<file path="src/sv/bmbs_pkg.sv">
// ----------------------------------------------------------------------------
// bmbs_pkg
// Shared types and constants for the bus master burst sequencer.
// ----------------------------------------------------------------------------
package bmbs_pkg;

    localparam int DATA_WIDTH = 32;

    localparam logic [1:0] TR_IDLE   = 2'd0;
    localparam logic [1:0] TR_NONSEQ = 2'd2;
    localparam logic [1:0] TR_SEQ    = 2'd3;

    localparam logic [1:0] RESP_OKAY  = 2'd0;
    localparam logic [1:0] RESP_SPLIT = 2'd3;

    localparam logic [1:0] SIZE_WORD = 2'd2;

    typedef struct packed {
        logic        soft_reset;
        logic        task_valid;
        logic        task_is_write;
        logic [2:0]  task_burst_code;
        logic [1:0]  task_size_code;
        logic [31:0] task_bus_address;
        logic [31:0] task_local_address;
        logic        bus_grant;
        logic        bus_ready;
        logic [1:0]  bus_response;
        logic [31:0] bus_read_data;
        logic [31:0] local_read_data;
    } t_in;

    typedef struct packed {
        logic        bus_request;
        logic        bus_lock;
        logic [1:0]  transfer_type;
        logic        bus_write;
        logic [2:0]  burst_code_out;
        logic [1:0]  size_code_out;
        logic [31:0] bus_address;
        logic [31:0] bus_write_data;
        logic        local_write_enable;
        logic [31:0] local_address;
        logic [31:0] local_write_data;
        logic [2:0]  local_byte_count;
    } t_out;

    function automatic logic [4:0] beat_count(input logic [1:0] sel);
        logic [4:0] cnt;
        case (sel)
            2'd0:    cnt = 5'd1;
            2'd1:    cnt = 5'd4;
            2'd2:    cnt = 5'd8;
            2'd3:    cnt = 5'd16;
            default: cnt = 5'd1;
        endcase
        return cnt;
    endfunction

endpackage

</file>
<file path="src/sv/bmbs_core.sv">
// ----------------------------------------------------------------------------
// bmbs_core
// Burst control state machine: takes one bus cycle per transaction and
// produces the next registered bus outputs.
// ----------------------------------------------------------------------------
module bmbs_core #(
    parameter int DATA_WIDTH = bmbs_pkg::DATA_WIDTH
) (
    input  logic            i_clk,
    input  logic            i_rst_n,
    input  logic            i_en,
    input  bmbs_pkg::t_in   i_item,
    output bmbs_pkg::t_out  o_result
);

    localparam int DW_EFF = (DATA_WIDTH < 32) ? DATA_WIDTH : 32;

    typedef enum logic [2:0] {
        PH_FREE,
        PH_REQ,
        PH_ADDR,
        PH_DATA,
        PH_SPLIT,
        PH_GAP
    } t_phase;

    t_phase              r_phase, n_phase;
    logic [4:0]          r_bt, n_bt;
    logic [4:0]          r_bi, n_bi;
    logic                r_lw, n_lw;
    logic [2:0]          r_lb, n_lb;
    logic [1:0]          r_ls, n_ls;
    logic [31:0]         r_cba, n_cba;
    logic [31:0]         r_cla, n_cla;
    logic [DW_EFF-1:0]   r_held, n_held;
    logic [DW_EFF-1:0]   r_stored, n_stored;
    logic                r_req, n_req;
    logic                r_lock, n_lock;
    logic [1:0]          r_trans, n_trans;
    logic                r_pw, n_pw;
    logic [2:0]          r_pb, n_pb;
    logic [1:0]          r_ps, n_ps;
    logic [31:0]         r_pba, n_pba;
    logic                we;
    logic                do_grant;
    logic                do_check;
    logic                do_resp;
    logic [31:0]         step;

    assign step = 32'd1 << r_ls;

    always_comb begin
        n_phase  = r_phase;
        n_bt     = r_bt;
        n_bi     = r_bi;
        n_lw     = r_lw;
        n_lb     = r_lb;
        n_ls     = r_ls;
        n_cba    = r_cba;
        n_cla    = r_cla;
        n_held   = r_held;
        n_stored = r_stored;
        n_req    = r_req;
        n_lock   = r_lock;
        n_trans  = r_trans;
        n_pw     = r_pw;
        n_pb     = r_pb;
        n_ps     = r_ps;
        n_pba    = r_pba;
        we       = 1'b0;
        do_grant = 1'b0;
        do_check = 1'b0;
        do_resp  = 1'b0;

        case (r_phase)
            PH_REQ: begin
                do_grant = i_item.bus_grant;
            end
            PH_ADDR: begin
                do_check = 1'b1;
            end
            PH_DATA: begin
                if (!r_lw) begin
                    n_stored = i_item.bus_read_data[DW_EFF-1:0];
                    we       = 1'b1;
                end
                do_resp = 1'b1;
            end
            PH_SPLIT: begin
                do_resp = 1'b1;
            end
            PH_GAP: begin
                n_phase = PH_FREE;
            end
            default: begin
                n_phase = PH_FREE;
                if (i_item.task_valid) begin
                    n_pw  = i_item.task_is_write;
                    n_pb  = i_item.task_burst_code;
                    n_ps  = (i_item.task_size_code > bmbs_pkg::SIZE_WORD) ? bmbs_pkg::SIZE_WORD
                                                                          : i_item.task_size_code;
                    n_pba = i_item.task_bus_address;
                    n_cla = i_item.task_local_address;
                    n_bt  = bmbs_pkg::beat_count(i_item.task_burst_code[2:1]);
                    if (i_item.bus_grant) begin
                        do_grant = 1'b1;
                    end else begin
                        n_req   = 1'b1;
                        n_lock  = (n_bt > 5'd1);
                        n_phase = PH_REQ;
                    end
                end
            end
        endcase

        if (do_grant) begin
            n_lw     = n_pw;
            n_lb     = n_pb;
            n_ls     = n_ps;
            n_cba    = n_pba;
            n_bi     = 5'd0;
            n_trans  = bmbs_pkg::TR_NONSEQ;
            do_check = 1'b1;
        end

        if (do_check) begin
            if (!i_item.bus_ready) begin
                n_phase = PH_ADDR;
            end else begin
                if (n_lw) begin
                    n_held = i_item.local_read_data[DW_EFF-1:0];
                end
                n_phase = PH_DATA;
            end
        end

        if (do_resp) begin
            if (i_item.bus_response == bmbs_pkg::RESP_SPLIT) begin
                n_phase = PH_SPLIT;
            end else if (i_item.bus_response == bmbs_pkg::RESP_OKAY) begin
                n_cba = r_cba + step;
                n_cla = r_cla + step;
                n_bi  = r_bi + 5'd1;
                if (n_bi >= r_bt) begin
                    n_req   = 1'b0;
                    n_lock  = 1'b0;
                    n_trans = bmbs_pkg::TR_IDLE;
                    n_phase = PH_GAP;
                end else begin
                    n_trans = bmbs_pkg::TR_SEQ;
                    n_phase = PH_ADDR;
                end
            end else begin
                n_phase = PH_ADDR;
            end
        end

        if (i_item.soft_reset) begin
            n_phase  = PH_FREE;
            n_bt     = 5'd0;
            n_bi     = 5'd0;
            n_lw     = 1'b0;
            n_lb     = 3'd0;
            n_ls     = bmbs_pkg::SIZE_WORD;
            n_cba    = 32'd0;
            n_cla    = 32'd0;
            n_held   = '0;
            n_stored = '0;
            n_req    = 1'b0;
            n_lock   = 1'b0;
            n_trans  = bmbs_pkg::TR_IDLE;
            n_pw     = 1'b0;
            n_pb     = 3'd0;
            n_ps     = bmbs_pkg::SIZE_WORD;
            n_pba    = 32'd0;
            we       = 1'b0;
        end
    end

    always_comb begin
        o_result.bus_request        = n_req;
        o_result.bus_lock           = n_lock;
        o_result.transfer_type      = n_trans;
        o_result.bus_write          = n_lw;
        o_result.burst_code_out     = n_lb;
        o_result.size_code_out      = n_ls;
        o_result.bus_address        = n_cba;
        o_result.bus_write_data     = 32'(n_held);
        o_result.local_write_enable = we;
        o_result.local_address      = n_cla;
        o_result.local_write_data   = 32'(n_stored);
        o_result.local_byte_count   = 3'd1 << n_ls;
    end

    always_ff @(posedge i_clk) begin
        if (!i_rst_n) begin
            r_phase  <= PH_FREE;
            r_bt     <= 5'd0;
            r_bi     <= 5'd0;
            r_lw     <= 1'b0;
            r_lb     <= 3'd0;
            r_ls     <= bmbs_pkg::SIZE_WORD;
            r_cba    <= 32'd0;
            r_cla    <= 32'd0;
            r_held   <= '0;
            r_stored <= '0;
            r_req    <= 1'b0;
            r_lock   <= 1'b0;
            r_trans  <= bmbs_pkg::TR_IDLE;
            r_pw     <= 1'b0;
            r_pb     <= 3'd0;
            r_ps     <= bmbs_pkg::SIZE_WORD;
            r_pba    <= 32'd0;
        end else if (i_en) begin
            r_phase  <= n_phase;
            r_bt     <= n_bt;
            r_bi     <= n_bi;
            r_lw     <= n_lw;
            r_lb     <= n_lb;
            r_ls     <= n_ls;
            r_cba    <= n_cba;
            r_cla    <= n_cla;
            r_held   <= n_held;
            r_stored <= n_stored;
            r_req    <= n_req;
            r_lock   <= n_lock;
            r_trans  <= n_trans;
            r_pw     <= n_pw;
            r_pb     <= n_pb;
            r_ps     <= n_ps;
            r_pba    <= n_pba;
        end
    end

endmodule

</file>
<file path="src/sv/bmbs_skid.sv">
// ----------------------------------------------------------------------------
// bmbs_skid
// Two-entry result buffer; ready toward the core is a register, so the
// input side never waits combinationally on the output side.
// ----------------------------------------------------------------------------
module bmbs_skid (
    input  logic            i_clk,
    input  logic            i_rst_n,
    input  logic            i_valid,
    output logic            o_ready,
    input  bmbs_pkg::t_out  i_data,
    output logic            o_valid,
    input  logic            i_ready,
    output bmbs_pkg::t_out  o_data
);

    logic           r_main_valid;
    logic           r_skid_valid;
    bmbs_pkg::t_out r_main;
    bmbs_pkg::t_out r_skid;
    logic           push;
    logic           pop;

    assign o_ready = !r_skid_valid;
    assign o_valid = r_main_valid;
    assign o_data  = r_main;
    assign push    = i_valid && !r_skid_valid;
    assign pop     = r_main_valid && i_ready;

    always_ff @(posedge i_clk) begin
        if (!i_rst_n) begin
            r_main_valid <= 1'b0;
            r_skid_valid <= 1'b0;
        end else if (pop) begin
            if (r_skid_valid) begin
                r_main       <= r_skid;
                r_skid_valid <= 1'b0;
            end else begin
                r_main_valid <= push;
                if (push) begin
                    r_main <= i_data;
                end
            end
        end else if (push) begin
            if (!r_main_valid) begin
                r_main       <= i_data;
                r_main_valid <= 1'b1;
            end else begin
                r_skid       <= i_data;
                r_skid_valid <= 1'b1;
            end
        end
    end

endmodule

</file>
<file path="src/sv/bus_master_burst_sequencer_top.sv">
// ----------------------------------------------------------------------------
// bus_master_burst_sequencer_top
// Burst sequencer for a pipelined shared-bus master.
// ----------------------------------------------------------------------------
// Each input transaction is one sampled bus cycle and yields exactly one
// result transaction holding the bus outputs after that cycle. The state
// machine in bmbs_core updates once per accepted transaction, so one
// transaction is accepted every cycle while the buffer has a free slot;
// each result is registered in a two-entry output buffer, whose free slot
// alone sets input ready. Throughput is one transaction per clock while
// the output side takes results.
module bus_master_burst_sequencer_top #(
    parameter int DATA_WIDTH = bmbs_pkg::DATA_WIDTH
) (
    input  logic            i_clk,
    input  logic            i_rst_n,
    input  logic            i_in_valid,
    output logic            o_in_ready,
    input  bmbs_pkg::t_in   i_in_data,
    output logic            o_out_valid,
    input  logic            i_out_ready,
    output bmbs_pkg::t_out  o_out_data
);

    logic           accept;
    bmbs_pkg::t_out result;

    assign accept = i_in_valid && o_in_ready;

    bmbs_core #(
        .DATA_WIDTH (DATA_WIDTH)
    ) u_core (
        .i_clk    (i_clk),
        .i_rst_n  (i_rst_n),
        .i_en     (accept),
        .i_item   (i_in_data),
        .o_result (result)
    );

    bmbs_skid u_skid (
        .i_clk   (i_clk),
        .i_rst_n (i_rst_n),
        .i_valid (accept),
        .o_ready (o_in_ready),
        .i_data  (result),
        .o_valid (o_out_valid),
        .i_ready (i_out_ready),
        .o_data  (o_out_data)
    );

`ifndef SYNTHESIS
    a_lock_needs_req: assert property (@(posedge i_clk) disable iff (!i_rst_n)
        o_out_valid && o_out_data.bus_lock |-> o_out_data.bus_request)
        else $error("lock without request");

    a_we_only_read: assert property (@(posedge i_clk) disable iff (!i_rst_n)
        o_out_valid && o_out_data.local_write_enable |-> !o_out_data.bus_write)
        else $error("local write during write burst");

    a_stall_has_result: assert property (@(posedge i_clk) disable iff (!i_rst_n)
        !o_in_ready |-> o_out_valid)
        else $error("input stalled with no pending result");

    a_accept_gives_result: assert property (@(posedge i_clk) disable iff (!i_rst_n)
        accept |=> o_out_valid)
        else $error("accepted transaction produced no result");
`endif

endmodule

</file>
<file path="config.mk">
export PLATFORM = sky130hd
export DESIGN_NAME = bus_master_burst_sequencer_top
export DESIGN_NICKNAME = d
export VERILOG_FILES = /design/src/sv/bmbs_pkg.sv /design/src/sv/bmbs_core.sv /design/src/sv/bmbs_skid.sv /design/src/sv/bus_master_burst_sequencer_top.sv
export SDC_FILE = /design/constraint.sdc
export NUM_CORES = 1
export LEC_CHECK = 0
export ABC_AREA = 1
export BUFFER_PORTS_ARGS = -buffer_cell sky130_fd_sc_hd__buf_2
export CORE_MARGIN = 10
export CORE_UTILIZATION = 25
export CTS_CLUSTER_DIAMETER = 40
export CTS_CLUSTER_SIZE = 12
export DETAILED_ROUTE_END_ITERATION = 16
export PLACE_DENSITY = 0.51
export REMOVE_ABC_BUFFERS = 1
export SLEW_MARGIN = 15
export SYNTH_ARGS = -nofsm -noshare
export SYNTH_HDL_FRONTEND = slang
export SYNTH_SLANG_ARGS = --single-unit
export TNS_END_PERCENT = 10
</file>
<file path="constraint.sdc">
create_clock -name i_clk -period 12.65 [get_ports i_clk]
set_input_delay 0.6325 -clock i_clk [delete_from_list [all_inputs] [get_ports i_clk]]
set_output_delay 0.6325 -clock i_clk [all_outputs]
set_load 0.005 [all_outputs]
</file>
# Word-level counts from Yosys, hierarchy flattened

Cells that the tools add are included.

Output and inout bits: 144
Word-level logic and storage cells: 183
Bits of input ports: 144
Register bits after elaboration: 475

Reductions and logical operators: 20
Order comparisons: 3
Multiplexer cells: 97
Add/subtract/negate cells: 3
Shifts and indexed selects: 2
Equal/unequal tests: 13
Bitwise operators: 2

Operators by type and width:

| operator                                                             | count |
|---|---|
| 142-bit two-way mux                                                  | 5 |
| 32-bit two-way mux                                                   | 21 |
| 32-bit adder                                                         | 2 |
| 5-bit two-way mux                                                    | 10 |
| 3-bit two-way mux                                                    | 12 |
| 1-bit two-way mux                                                    | 34 |
| 1-bit by 2-bit << shifter with 32-bit output, first input constant   | 1 |
| 2-bit two-way mux                                                    | 12 |
| 5-bit case mux with 4 select lines                                   | 1 |
| 4-bit AND reduction                                                  | 2 |
| 4-bit OR reduction                                                   | 2 |
| 2-bit == test, second input constant                                 | 3 |
| 3-bit by 2-bit == test with 1-bit output, second input constant      | 2 |
| 3-bit == test, second input constant                                 | 2 |
| 3-bit case mux with 2 select lines                                   | 1 |
| 2-bit AND reduction                                                  | 3 |
| 2-bit nonzero test                                                   | 3 |
| 5-bit by 1-bit adder with 5-bit output, second input constant        | 1 |
| 5-bit greater-or-equal comparator                                    | 1 |
| 5-bit by 1-bit > comparator with 1-bit output, second input constant | 1 |
| 5-bit OR reduction                                                   | 1 |
| 2-bit zero test                                                      | 2 |
| 2-bit != test, second input constant                                 | 2 |
| 4-bit by 1-bit != test with 1-bit output, second input constant      | 1 |
| other kinds (11)                                                     | 15 |

# Depth between registers and ports, before layout

Word-level depth: 16
Gate-level depth with buffers: 19
Mapped depth without buffers: 18

# By module

From an unflattened synthesis, not the netlist that was laid out.

Cells, all modules: 2807
Area, all modules: 22628.0 µm²

Modules (own cells, without submodules):

| module                         | area each (µm²) | seq. area each (µm²) | instances | cells an instance |
|---|---|---|---|---|
| bmbs_core                      | 12219.2         | 3763.6               | 1         | 2046 |
| bmbs_skid                      | 10401.2         | 8568.2               | 1         | 759 |
| bus_master_burst_sequencer_top | 7.5             | 0.0                  | 1         | 2 |

# Worst setup path before layout

No wires, ideal clock.

Kind: input to register
Start: input i_rst_n
End: register u_skid.r_main, in the netlist u_skid.o_data[0], enable pin
Path buffers: 3
Data required time: 12.005 ns
Cell stages on the path: 5
Data arrival time: 7.419 ns
Setup slack: 4.586 ns
Setup time: 0.645 ns
Cell sequence: clkbuf_1 > clkbuf_1 > clkbuf_1 > nand2_1 > nor2_1

Longest elaborated chain between the ends: 1

Ends and longest elaborated chain:

| element                              | line                                 | source |
|---|---|---|
| start: declaration                   | bus_master_burst_sequencer_top.sv:16 | `input logic i_rst_n,` |
| 4-bit AND reduction (no source line) | -                                    |  |
| end signal: assignment               | bmbs_skid.sv:36                      | `r_main <= r_skid;` |
| end signal: assignment               | bmbs_skid.sv:41                      | `r_main <= i_data;` |
| end signal: assignment               | bmbs_skid.sv:46                      | `r_main <= i_data;` |
| end: declaration                     | bmbs_skid.sv:19                      | `bmbs_pkg::t_out r_main;` |

Every way passes these cells.
A chain may end at the register's enable or synchronous reset.

# Worst setup path in the final report

Start: register u_core.r_phase[2]
End: register u_skid.r_main, in the netlist u_skid.o_data[98] (data pin)

Longest elaborated chain between the ends: 11
Elaborated cells between the ends (all ways): 21
Classes of those cells: eq/ne: 5; mux: 14; reduce/logical: 2

Ends and longest elaborated chain:

| element                                                                   | line                             | source |
|---|---|---|
| start: declaration                                                        | bmbs_core.sv:27                  | `t_phase r_phase, n_phase;` |
| start signal: assignment                                                  | bmbs_core.sv:215                 | `r_phase <= n_phase;` |
| 3-bit by 2-bit == test with 1-bit output, or another cell as far along    | bmbs_core.sv:75                  | `case (r_phase)` |
| 4-bit OR reduction (no source line) or 5-bit OR reduction (tied branches) | -                                |  |
| 1-bit case mux with 2 select lines or 1-bit two-way mux (tied branches)   | bmbs_core.sv:75                  |  |
| 1-bit two-way mux                                                         | bmbs_core.sv:116                 | `if (do_grant) begin` |
| 32-bit two-way mux                                                        | bmbs_core.sv:130                 | `if (n_lw) begin` |
| 32-bit two-way mux                                                        | bmbs_core.sv:127                 | `if (!i_item.bus_ready) begin` |
| 32-bit two-way mux *                                                      | bmbs_core.sv:126                 | `if (do_check) begin` |
| 32-bit two-way mux *                                                      | bmbs_core.sv:158                 | `if (i_item.soft_reset) begin` |
| 142-bit two-way mux, on equally long branches                             | bmbs_skid.sv:45, bmbs_skid.sv:40 |  |
| 142-bit two-way mux, on equally long branches                             | bmbs_skid.sv:44, bmbs_skid.sv:35 |  |
| 142-bit two-way mux *                                                     | bmbs_skid.sv:34                  | `end else if (pop) begin` |

Every way passes the cells marked *; elsewhere a longest branch is shown, timed or not. The select of a mux whose other input is x is not followed.

==> flow_summary.ini <==
[floorplanning]
dieHeight_microns = 320
rows = 109
die_w_microns = 320
start_util = 0.253
ios = 288
coreArea_sq_um = 88800
dieArea_sq_um = 102000

[detailed_routing]
drt_iter0_markers = 1569
drcViolationCount = 0
viasPerCell = 4.53
routed_wl_mm = 73.8
antenna_left = 0
wl_per_cell_microns = 17.6
num_vias = 19000
firstDrtPassIters = 7

[sta]
period_needed_ns = 3.67
slew_headroom = 0.339
setup_tns_ns = 0
whs_ns = 0.367
skew_ns = 0.0215
tightestPinTransition_ns = 0.992
finalHoldViolCount = 0
slew_viol_final = 0
worst_slack_ns = 8.98
final.period_utilization = 0.290
timing.fmax_mhz = 272
setup_viol = 0
rsz0062_at_grt = false

[critical_path]
critical_path_buf_inv_count = 4
crit_slowest_cell = buf_4
arrival_ns = 4.02
crit_chain = inv_1 > nand2_1 > a21oi_4 > buf_4 > inv_2 > buf_4 > nand2_1 > nand2_1 > nand2_1 > o21ai_2 > nand2_4 > or2_2 > nand3_1 > a21oi_1
critPathTopFamily = simple AND/OR/NAND/NOR gates
slowest_delay_ns = 0.58
reg2reg_slack_ns = 8.98
start_kind = register
path_max_fanout = 64
required_ns = 13.00
crit_path_end_kind = register
cp_common_cell = nand2_1
critPathKind = register to register

[cts]
ctsHtreeMaxLevel = 3
clockBufferDepth = 3
cts_tree = yes
post_cts_resize_count = 0
clock_sinks = 474
cts_buffers = 88
cts-root-buf = clkbuf_16
cts_hold_buf = 0
clkLatencyLatePin_ns = 0.64
cts.clk_slew.worst_paths_ns = 0.05
post_cts_buffers = 0

[global_routing]
grt_max_degree = 178
grt_pass1_wl_mm = 112
grt_pass1_vias = 18300
gr-total-overflow = 0
grt_usage = 0.139
antenna_found_initial = 8

[finish]
area_delta_synth_final_pct = 24.9
n_fill_cell = 9367
layout-drive-gt1-share = 0.177
finish.utilization = 0.316
finalNetCount = 3105
fin_cells = 4191

[logic_synthesis]
yosys-top-cells-count = 616 x nand2_1, 305 x a21oi_1, 300 x inv_1, 284 x edfxtp_1, 236 x nor2_1
syn_area_per_cell_sq_um = 8.32
yosys.area.top_type = edfxtp_1
synth-edff-count = 284
yosys_warnings = 0
synth_top_area_frac = 0.379
yosysMostFrequentCell = nand2_1
ys_types = 47
synth_cells = 2703
synth-async-reset-ratio = 0
ys_top_cells_by_area = edfxtp_1 38%, dfxtp_1 17%, nand2_1 10%, a21oi_1 6.8%, o21ai_0 5.2%
syn_area_sq_um = 22500
yosysSeqAreaShare = 0.548
synth_seq_cells = 474
yosys_most_used_dff = edfxtp_1

[place]
globalplace.congestion = 0.847
dp_hpwl_mm = 48.1
dp_cells = 4025
port_buffers = 287
dp_worst_setup_slack_ns = 8.60

[power]
peakVddDrop_mv = 0.0776
p_leak_nw = 11.7
p_per_area_nw_per_um2 = 163

[run_status]
status = completed

[job]
drv_cap = 0

[worst_hold_path]
worst_hold_path_type = input pin to register
[worst min-delay path: cells and delay by family]
family / cells / cell delay [ns]
compound gates: 2 / 0.20
buf+inv: 1 / 0.11
[per-stage QoR]
step,cell area [sq um],power [mW]
floorplan,21800,1.96
global placement,24900,2.11
detailed placement,24900,2.11
CTS,28100,4.65
global route,28100,4.76
finish,28100,4.58
[power breakdown]
part           switching, mW  internal [mW]
registers             0.0423           1.71
logic                  0.219          0.105
clock network          0.880           1.63
total                   1.14           3.44
[cell type report]
type,count,area (sq um),area share
Tap cell,1165,1460,0.0519
Inverter,310,1180,0.0420
Multi-Input combinational cell,1769,8360,0.297
Antenna cell,1,2.50,0.0000891
Clock inverter,57,754,0.0269
Timing Repair Buffer,307,1600,0.0570
Sequential cell,474,12300,0.439
Clock buffer,108,2410,0.0859
[layout by cell type, fill, tap and decap left out, types with 14 or more instances in the layout]
master,n
a21oi_1,305
edfxtp_1,284
dfxtp_1,190
or2_2,14
buf_2,286
or2_1,29
nor2_1,232
inv_1,299
o21ai_0,233
nand2_1,615
buf_4,20
nand4_1,26
clkbuf_16,92
o211ai_1,17
nor3_1,53
nand3_1,134
nand3_2,31
[worst paths after layout]
path / start / endpoint / depth (start not counted)
worst max-delay path: u_core.r_phase[2] / u_skid.o_data[98] / 14
worst min-delay path: i_in_data[136] / u_core.r_bt[3] / 3
worst max register to register: u_core.r_phase[2] / u_skid.o_data[98] / 14
worst min register to register: u_core.r_pba[1] / u_core.r_pba[1] / 2
[flip-flops by register name, summed over array words and instances (netlist names), 3 cells and up]
name / flops
u_core.r_phase: 3
u_core.r_stored: 32
u_skid.o_data: 142
u_core.r_cla: 32
u_core.r_bi: 5
u_core.r_lb: 3
u_core.r_cba: 32
u_core.r_pb: 3
u_core.r_bt: 4
u_core.r_pba: 32
u_skid.r_skid: 142
u_core.r_held: 32
[cells by family after synthesis]
family	Yosys count	synth area share
adders and majority gates	11	0.00612
xor gates and xnor gates	10	0.00389
DFF	474	0.548
buffers and inverters	460	0.0817
AOI/OAI and AO/OA	590	0.137
muxes	2	0.000890
and+or+nand+nor	1156	0.222
[layer usage]
layer  GRT usage  up-vias  wire length, microns
li1            -     9504                     -
met5           0        -                    62
met3      0.0330      117                  4930
met2       0.218      514                 32800
met1       0.191     8836                 34600
met4      0.0343        8                  1390
No activity file was read; power rests on OpenSTA's default activity.
